**src/msr_pkg.sv**
```systemverilog
// ----------------------------------------------------------------------------
// msr_pkg
// Shared widths, field layout and controller/datapath interface types for the
// multi-source reachability block.
// ----------------------------------------------------------------------------
package msr_pkg;

  localparam int IDX_W      = 6;   // node slot field
  localparam int NB_W       = 7;   // neighbour slot field, 64 means none
  localparam int MAX_DEGREE = 6;   // neighbour fields per node beat

  // Input tdata: node_index, is_source, six neighbours, padded to 56 bits.
  localparam int IN_FIELD_W = IDX_W + 1 + MAX_DEGREE * NB_W;
  localparam int IN_DATA_W  = ((IN_FIELD_W + 7) / 8) * 8;
  localparam int IN_NB_LSB  = IDX_W + 1;

  // Output tdata: result_index, powered, padded to 8 bits.
  localparam int OUT_FIELD_W = IDX_W + 1;
  localparam int OUT_DATA_W  = ((OUT_FIELD_W + 7) / 8) * 8;

  typedef logic [IDX_W-1:0] idx_t;
  typedef logic [NB_W-1:0]  nb_t;

  // Controller to datapath commands
  typedef struct packed {
    logic load;      // write the accepted node beat
    logic seed;      // start the sweep from the present sources
    logic rd_en;     // read the adjacency entry at the pointer
    logic update;    // fold the next frontier into the reached set
    logic rep_step;  // report the slot at the pointer
    logic ptr_clr;
    logic ptr_inc;
    logic clear;     // drop the batch tables
  } msr_cmd_t;

  // Datapath to controller status
  typedef struct packed {
    logic ptr_last;
    logic live_none;
    logic front_none;
    logic out_free;
  } msr_sts_t;

endpackage

```
**src/msr_ctrl.sv**
```systemverilog
// ----------------------------------------------------------------------------
// msr_ctrl
// Batch sequencer: load nodes, run frontier rounds, report, clear.
// ----------------------------------------------------------------------------
module msr_ctrl (
  input  logic              clk_i,
  input  logic              rst_ni,
  input  logic              in_valid_i,
  input  logic              in_last_i,
  output logic              in_ready_o,
  input  msr_pkg::msr_sts_t sts_i,
  output msr_pkg::msr_cmd_t cmd_o
);

  typedef enum logic [2:0] {
    ST_LOAD,
    ST_INIT,
    ST_SCAN,
    ST_DRAIN,
    ST_UPDATE,
    ST_REPORT,
    ST_CLEAR
  } state_e;

  state_e state_q, state_d;

  always_comb begin
    state_d    = state_q;
    cmd_o      = '0;
    in_ready_o = 1'b0;
    case (state_q)
      ST_LOAD: begin
        in_ready_o = 1'b1;
        if (in_valid_i) begin
          cmd_o.load = 1'b1;
          if (in_last_i) begin
            state_d = ST_INIT;
          end
        end
      end
      ST_INIT: begin
        if (sts_i.live_none) begin
          state_d = ST_LOAD;
        end else begin
          cmd_o.seed    = 1'b1;
          cmd_o.ptr_clr = 1'b1;
          state_d       = ST_SCAN;
        end
      end
      ST_SCAN: begin
        cmd_o.rd_en   = 1'b1;
        cmd_o.ptr_inc = 1'b1;
        if (sts_i.ptr_last) begin
          state_d = ST_DRAIN;
        end
      end
      ST_DRAIN: begin
        // let the last read land in the next-frontier mask
        cmd_o.ptr_clr = 1'b1;
        state_d       = ST_UPDATE;
      end
      ST_UPDATE: begin
        cmd_o.update = 1'b1;
        state_d      = sts_i.front_none ? ST_REPORT : ST_SCAN;
      end
      ST_REPORT: begin
        if (sts_i.out_free) begin
          cmd_o.rep_step = 1'b1;
          cmd_o.ptr_inc  = 1'b1;
          if (sts_i.ptr_last) begin
            state_d = ST_CLEAR;
          end
        end
      end
      ST_CLEAR: begin
        cmd_o.clear   = 1'b1;
        cmd_o.ptr_clr = 1'b1;
        state_d       = ST_LOAD;
      end
      default: begin
        state_d = ST_LOAD;
      end
    endcase
  end

  always_ff @(posedge clk_i or negedge rst_ni) begin
    if (!rst_ni) begin
      state_q <= ST_LOAD;
    end else begin
      state_q <= state_d;
    end
  end

endmodule

```
**src/msr_datapath.sv**
```systemverilog
// ----------------------------------------------------------------------------
// msr_datapath
// Node tables, adjacency memory, reached/frontier masks and result register.
// ----------------------------------------------------------------------------
module msr_datapath #(
  parameter int NODES  = 64,
  parameter int DEGREE = 6
) (
  input  logic              clk_i,
  input  logic              rst_ni,
  input  msr_pkg::msr_cmd_t cmd_i,
  output msr_pkg::msr_sts_t sts_o,
  input  msr_pkg::idx_t     in_slot_i,
  input  logic              in_src_i,
  input  msr_pkg::nb_t      in_nb_i [msr_pkg::MAX_DEGREE],
  output logic              out_valid_o,
  input  logic              out_ready_i,
  output msr_pkg::idx_t     out_idx_o,
  output logic              out_powered_o,
  output logic              out_last_o
);

  localparam int SLOT_W = $clog2(NODES);
  localparam int ADJ_W  = DEGREE * msr_pkg::NB_W;

  typedef logic [SLOT_W-1:0] slot_t;

  logic [ADJ_W-1:0] adj_mem [NODES];
  logic [ADJ_W-1:0] adj_wr;
  logic [ADJ_W-1:0] rdata_q;

  logic [NODES-1:0] present_q, source_q, reached_q, front_q, next_q;
  logic [NODES-1:0] front_new, nb_mask;
  slot_t            ptr_q, last_q, rslot_q, wr_slot;
  logic             rvld_q, in_range, wr_en;

  logic             out_vld_q, out_pow_q, out_last_q;
  msr_pkg::idx_t    out_idx_q;

  assign in_range = {1'b0, in_slot_i} < msr_pkg::nb_t'(NODES);
  assign wr_slot  = in_slot_i[SLOT_W-1:0];
  assign wr_en    = cmd_i.load && in_range;

  always_comb begin
    adj_wr = '0;
    for (int k = 0; k < DEGREE; k++) begin
      adj_wr[k*msr_pkg::NB_W +: msr_pkg::NB_W] = in_nb_i[k];
    end
  end

  // Neighbour set of the entry just read; out-of-range values are no edge
  always_comb begin
    msr_pkg::nb_t nb;
    nb_mask = '0;
    for (int k = 0; k < DEGREE; k++) begin
      nb = rdata_q[k*msr_pkg::NB_W +: msr_pkg::NB_W];
      if (nb < msr_pkg::nb_t'(NODES)) begin
        nb_mask[nb[SLOT_W-1:0]] = 1'b1;
      end
    end
  end

  assign front_new = next_q & present_q & ~reached_q;

  assign sts_o.ptr_last   = (ptr_q == slot_t'(NODES - 1));
  assign sts_o.live_none  = ~|present_q;
  assign sts_o.front_none = ~|front_new;
  assign sts_o.out_free   = !out_vld_q || out_ready_i;

  always_ff @(posedge clk_i) begin
    if (wr_en) begin
      adj_mem[wr_slot] <= adj_wr;
    end
    if (cmd_i.rd_en) begin
      rdata_q <= adj_mem[ptr_q];
      rslot_q <= ptr_q;
    end
    if (cmd_i.rep_step) begin
      out_idx_q  <= msr_pkg::idx_t'(ptr_q);
      out_pow_q  <= reached_q[ptr_q];
      out_last_q <= (ptr_q == last_q);
    end
  end

  always_ff @(posedge clk_i or negedge rst_ni) begin
    if (!rst_ni) begin
      present_q <= '0;
      source_q  <= '0;
      reached_q <= '0;
      front_q   <= '0;
      next_q    <= '0;
      last_q    <= '0;
      ptr_q     <= '0;
      rvld_q    <= 1'b0;
      out_vld_q <= 1'b0;
    end else begin
      rvld_q <= cmd_i.rd_en;

      if (cmd_i.clear) begin
        present_q <= '0;
        source_q  <= '0;
        reached_q <= '0;
        front_q   <= '0;
        last_q    <= '0;
      end else if (wr_en) begin
        present_q[wr_slot] <= 1'b1;
        source_q[wr_slot]  <= in_src_i;
        if (wr_slot > last_q) begin
          last_q <= wr_slot;
        end
      end

      if (cmd_i.seed) begin
        reached_q <= present_q & source_q;
        front_q   <= present_q & source_q;
        next_q    <= '0;
      end else if (cmd_i.update) begin
        front_q   <= front_new;
        reached_q <= reached_q | front_new;
        next_q    <= '0;
      end else if (rvld_q && front_q[rslot_q]) begin
        next_q <= next_q | nb_mask;
      end

      if (cmd_i.ptr_clr) begin
        ptr_q <= '0;
      end else if (cmd_i.ptr_inc) begin
        ptr_q <= ptr_q + slot_t'(1);
      end

      // skip absent slots, hold the beat while stalled
      if (cmd_i.rep_step && present_q[ptr_q]) begin
        out_vld_q <= 1'b1;
      end else if (out_ready_i) begin
        out_vld_q <= 1'b0;
      end
    end
  end

  assign out_valid_o   = out_vld_q;
  assign out_idx_o     = out_idx_q;
  assign out_powered_o = out_pow_q;
  assign out_last_o    = out_last_q;

endmodule

```
**src/multi_source_reachability.sv**
```systemverilog
// ----------------------------------------------------------------------------
// multi_source_reachability
// Loads a batch of graph nodes and reports which present nodes are reachable
// from a present source node.
// ----------------------------------------------------------------------------
// Usage:
//   The slave channel takes one node per beat (slot, source flag, neighbours);
//   tlast marks the last node of a batch. A node beat is taken every cycle
//   while the block is loading.
//   After the batch end the block runs breadth-first rounds. Each round walks
//   the adjacency memory, one slot read per cycle, then folds the new frontier
//   into the reached set; the number of rounds is the longest shortest path
//   from a source plus one (at most NODES).
//   The report then walks all NODES slots, one per cycle while the master
//   channel is not stalled, and sends one beat per present node in ascending
//   slot order; tlast marks the last of them. A stall on the master channel
//   holds the result register and the walk. A clear step then drops the
//   tables; loading resumes after it, even while the final result beat still
//   waits to be taken. A batch with no present node sends nothing.
//   Reset empties the node tables and returns the block to loading.
// ----------------------------------------------------------------------------
module multi_source_reachability #(
  parameter int NODES  = 64,
  parameter int DEGREE = 6
) (
  input  logic                             clk_i,
  input  logic                             rst_ni,
  input  logic                             s_axis_tvalid_i,
  output logic                             s_axis_tready_o,
  // node_index[5:0], is_source[6], neighbour_a..f[48:7] (7 bits each), zero
  input  logic [msr_pkg::IN_DATA_W-1:0]    s_axis_tdata_i,
  input  logic                             s_axis_tlast_i,   // batch_end
  output logic                             m_axis_tvalid_o,
  input  logic                             m_axis_tready_i,
  // result_index[5:0], powered[6], zero[7]
  output logic [msr_pkg::OUT_DATA_W-1:0]   m_axis_tdata_o,
  output logic                             m_axis_tlast_o    // result_last
);

  msr_pkg::msr_cmd_t cmd;
  msr_pkg::msr_sts_t sts;
  msr_pkg::nb_t      in_nb [msr_pkg::MAX_DEGREE];
  msr_pkg::idx_t     out_idx;
  logic              out_powered;

  always_comb begin
    for (int k = 0; k < msr_pkg::MAX_DEGREE; k++) begin
      in_nb[k] = s_axis_tdata_i[msr_pkg::IN_NB_LSB + k*msr_pkg::NB_W +: msr_pkg::NB_W];
    end
  end

  msr_ctrl u_ctrl (
    .clk_i      (clk_i),
    .rst_ni     (rst_ni),
    .in_valid_i (s_axis_tvalid_i),
    .in_last_i  (s_axis_tlast_i),
    .in_ready_o (s_axis_tready_o),
    .sts_i      (sts),
    .cmd_o      (cmd)
  );

  msr_datapath #(
    .NODES  (NODES),
    .DEGREE (DEGREE)
  ) u_datapath (
    .clk_i         (clk_i),
    .rst_ni        (rst_ni),
    .cmd_i         (cmd),
    .sts_o         (sts),
    .in_slot_i     (s_axis_tdata_i[msr_pkg::IDX_W-1:0]),
    .in_src_i      (s_axis_tdata_i[msr_pkg::IDX_W]),
    .in_nb_i       (in_nb),
    .out_valid_o   (m_axis_tvalid_o),
    .out_ready_i   (m_axis_tready_i),
    .out_idx_o     (out_idx),
    .out_powered_o (out_powered),
    .out_last_o    (m_axis_tlast_o)
  );

  assign m_axis_tdata_o = {{(msr_pkg::OUT_DATA_W - msr_pkg::OUT_FIELD_W){1'b0}},
                           out_powered, out_idx};

  // the batch end beat hands the block over to the sweep
  a_busy_after_end : assert property (
    @(posedge clk_i) disable iff (!rst_ni)
    s_axis_tvalid_i && s_axis_tready_o && s_axis_tlast_i |=> !s_axis_tready_o
  ) else $error("input still ready after batch end");

  // while loading, only the final beat of the previous batch may be pending
  a_load_pending_last : assert property (
    @(posedge clk_i) disable iff (!rst_ni)
    s_axis_tready_o && m_axis_tvalid_o |-> m_axis_tlast_o
  ) else $error("non-final result pending during load");

endmodule

```
**config.mk**
```make
export PLATFORM = sky130hd
export DESIGN_NAME = multi_source_reachability
export DESIGN_NICKNAME = d
export VERILOG_FILES = /design/src/msr_pkg.sv /design/src/msr_ctrl.sv /design/src/msr_datapath.sv /design/src/multi_source_reachability.sv
export SDC_FILE = /design/constraint.sdc
export NUM_CORES = 2
export LEC_CHECK = 0
export ABC_AREA = 1
export BUFFER_PORTS_ARGS = -buffer_cell sky130_fd_sc_hd__buf_2
export CORE_UTILIZATION = 50
export CTS_CLUSTER_DIAMETER = 120
export DETAILED_ROUTE_END_ITERATION = 8
export PLACE_DENSITY = 0.65
export SLEW_MARGIN = 20
export SYNTH_ARGS = -nofsm -noshare
export SYNTH_HDL_FRONTEND = slang
export SYNTH_SLANG_ARGS = --single-unit
```
**constraint.sdc**
```tcl
create_clock -name clk_i -period 4.36 [get_ports clk_i]
set_input_delay 0.872 -clock clk_i [delete_from_list [all_inputs] [get_ports clk_i]]
set_output_delay 0.872 -clock clk_i [all_outputs]
set_load 0.01 [all_outputs]
```
==> results.yml <==
critical_path:
  r2r_cells: 9
  critPathSlowestCell: "dfrtp_4"
  crit_path_frequent_cell: "nand3_1"
  r2r-end: "u_datapath.out_powered_o$_DFFE_PP_"
  end_kind: "flop"
  cp.required_ns: 4.94
  worstPathCellList: "inv_8 -> buf_12 -> a21oi_1 -> o21ai_0 -> nand3_1 -> nand2_1 -> nor2_1 -> o31ai_1 -> nand3_1"
  worstPathArrival_ns: 3.98
  r2r_slack_ns: 0.96
  worstPathMaxFanout: 60
  critical_path_class: "reg -> reg"
  critPathMaxStageDelay_ns: 0.70
  start_kind: "flop"
  critical_path_buf_inv_count: 2
  cp_top_family: "buffers and inverters"
  rr_startpoint: "u_datapath.ptr_q[1]$_DFFE_PN0P_"
job:
  cap_violations: 0
floorplan:
  dieArea_mm2: 0.254
  start_util: 0.505
  die_height_um: 504
  rows: 183
  io_pins: 72
  die_x_um: 504
  core-area_mm2: 0.250
run_status:
  status: "complete, no violations"
drt:
  wire_per_inst_um: 29.6
  drc: 0
  num_vias: 91000
  drtIter0Drc: 13300
  wirelength_um: 417000
  antenna_left: 0
  drt_pre_antenna_iters: 7
  vias_per_cell: 6.46
worst_hold_path:
  worstHoldStart: "m_axis_tready_i"
  whs_path_depth: 4
  holdCritPathClass: "in -> reg"
  holdPathEnd: "u_datapath.out_valid_o$_DFFE_PN0P_"
logic_synthesis:
  synth-warning-count: 0
  synthCells: 10500
  avgSynthCellArea_um2: 12.0
  synth_area_mm2: 0.126
  ys_types: 42
  syn_nets: 10600
  seq_area_frac_synth: 0.721
  ys_ff_latch: 3081
sta:
  setup_ws_ns: 0.957
  slew_violations: 0
  period_needed_ns: 3.40
  fin_skew_ns: 0.0592
  timing.fmax_ghz: 0.294
  rsz0062_at_grt: "no"
  relSlewSlack: 0.260
  setup_viol: 0
  period_share: 0.780
  hold_viol: 0
  hold_slack_ns: 0.208
  fin_setup_tns_ns: 0
  worst_slew_pin_slew_ns: 1.11
clock_network:
  cts_tree: "built"
  clock-sinks: 3081
  cts.repair.resized: 0
  cts_buffer_depth: 4
  htreeDepth: 5
  clk_pin_slew_ns: 0.06
  cts-root-buf: "clkbuf_16"
  clkLatencyLatePin_ns: 0.99
  cts_buffers: 332
placement:
  portBuffers: 63
  numPlacedInstances: 13500
  dpl.hpwl_um: 233000
  pre_cts_slack_ns: 0.967
  gp_congestion: 0.949
  dpl_cell_area_mm2: 0.132
layout:
  final_area_mm2: 0.142
  final_nets: 10600
  syn2layout_area_growth_pct: 12.7
  fin_cells: 14100
  drive_above_1_share: 0.0859
grt:
  grt_overflow: 0
  grt_pass1_wl_um: 592000
  antenna_found_initial: 15
  grt_pass1_vias: 84800
  grt_use_total: 0.321
  grt_max_degree: 148
power:
  p_sw_frac: 0.204
  ir_drop_mv: 0.437
  power_frac_seq: 0.531
  clkPwrFrac: 0.447
  power_leakage_nw: 48.3
  p_switching_w: 0.0124
  internal_power_w: 0.0482
  pwr-share-comb: 0.022
  powerDensity_mw_per_mm2: 427
==> worst max-delay path by stage <==
stage | start | to | depth (start not counted)
2_1_floorplan | u_ctrl.state_q[2]$_DFFE_PN0P_ | u_datapath.ptr_q[5]$_DFFE_PN0P_ | 13
3_3_place_gp | s_axis_tdata_i[1] | u_datapath.adj_mem[50][19]$_DFFE_PP_ | 6
3_5_place_dp | s_axis_tvalid_i | u_datapath.source_q[6]$_DFFE_PN0P_ | 8
4_1_cts | u_ctrl.state_q[0]$_DFFE_PN0P_ | u_datapath.source_q[6]$_DFFE_PN0P_ | 10
5_1_grt | u_datapath.rslot_q[0]$_DFFE_PP_ | u_datapath.next_q[34]$_DFFE_PN0P_ | 13
6_report | u_datapath.ptr_q[1]$_DFFE_PN0P_ | u_datapath.out_powered_o$_DFFE_PP_ | 9
==> power by group through the flow <==
stage	Combinational [W]	Clock, W	Sequential (W)
2_1_floorplan	0.000535	0	0.0328
4_1_cts	0.00133	0.0273	0.0322
6_report	0.00135	0.0271	0.0322
5_1_grt	0.00146	0.0284	0.0321
3_3_place_gp	0.00127	0	0.0328
3_5_place_dp	0.00132	0	0.0328
==> sequential cells by signal, indices dropped and copies added, names as in the netlist <==
name / count
u_datapath.out_valid_o: 1
u_datapath.last_q: 6
u_datapath.present_q: 64
u_datapath.out_powered_o: 1
u_datapath.ptr_q: 6
u_datapath.out_idx_o: 6
u_ctrl.state_q: 3
u_datapath.next_q: 64
u_datapath.rdata_q: 42
u_datapath.reached_q: 64
u_datapath.out_last_o: 1
u_datapath.front_q: 64
u_datapath.adj_mem: 2688
u_datapath.source_q: 64
u_datapath.rslot_q: 6
u_datapath.rvld_q: 1
==> layout by cell type (no fill, tap or decap), types with 9 or more instances in the layout <==
cell          n
clkbuf_1     66
a22oi_1      14
buf_4       242
nor2_4       70
dfrtp_1     333
nand2_1     901
clkbuf_16   337
o211ai_1    144
edfxtp_1   2744
clkinv_2     64
nand4_1      89
a31oi_1       9
nand3_1     801
buf_2        42
nor2_1     1755
o21ai_0    1607
o22ai_1     470
bufinv_16    26
clkinv_1     67
a21oi_1     205
inv_1       267
o221ai_1    266
o21ai_1      14
buf_12       92
nor3_1       32
==> synth_stat cells <==
library cell     n  area [µm²]
conb_1           1        3.75
or2_2            2        12.5
a21boi_1         1        7.51
nand3_1        801        4010
o22a_1           5        43.8
nand3b_1         7        52.6
ha_1             7        87.6
nand2_2          2        12.5
o211a_1          2        20.0
nor3_1          33         165
nor4_1           7        43.8
a21oi_1        205        1030
or2_1            1        6.26
nor2_1        1823        6840
o31ai_1          8        60.1
o211ai_1       144        1080
o21ai_1         14        70.1
buf_6            4        45.0
a211oi_1         1        7.51
nand4_1         89         557
inv_1          271        1020
clkbuf_1       443        1660
edfxtp_1      2744       82400
buf_4           27         203
and3_1           1        6.26
nand2_1        902        3390
o221ai_1       266        2330
a21boi_0         1        7.51
a41oi_1          1        8.76
dfrtp_1        337        8430
buf_1           40         150
inv_4            1        6.26
a221oi_1         1        8.76
inv_2            8        30.0
o21bai_1         4        30.0
a22oi_1         14         105
o22ai_1        470        2940
a31oi_1          9        56.3
buf_2          193         966
clkinv_1         2        7.51
nor2_2           2        12.5
o21ai_0       1607        8040
==> cells by family after synthesis <==
kind of cell    count (synthesis)  synth area share
simple gates                 3670             0.120
flops                        3081             0.721
compound gates               2753             0.126
buf+inv                       989            0.0325
fa+ha+maj                       7          0.000695
other cells                     1         0.0000298
==> through the flow <==
step           power, W   util
6_report         0.0606  0.569
5_1_grt          0.0620  0.569
4_1_cts          0.0607  0.568
3_5_place_dp     0.0341  0.527
3_3_place_gp     0.0340  0.527
2_1_floorplan    0.0333      -
==> worst min-delay path: stages <==
cell and delay [ns]:
buf_2 0.07, nor2_1 0.04, inv_1 0.06, nand2_1 0.05
==> area by class of cell <==
class / instances / area [µm²]
Tap cell: 3330 / 4170
Sequential cell: 3081 / 90800
Inverter: 282 / 1110
Clock inverter: 174 / 1520
Fill cell: 20000 / 108000
Timing Repair Buffer: 378 / 3890
Multi-Input combinational cell: 6431 / 31600
Clock buffer: 410 / 8780
Antenna cell: 3 / 7.51
==> routing by layer <==
metal	vias to the layer above	track usage	wire, µm
met4	4	0.141	19600
met3	946	0.0742	50000
met2	5672	0.480	185000
met1	45600	0.449	162000
li1	38700	-	-
met5	-	0	31
==> timing repair <==
item | in CTS | in global routing
endpoints found under the hold margin | 78 | 0
hold buffers | 1 | 0
setup buffers | 0 | 0
setup endpoints to repair | 0 | 0
Power figures use the tool's default switching activity.
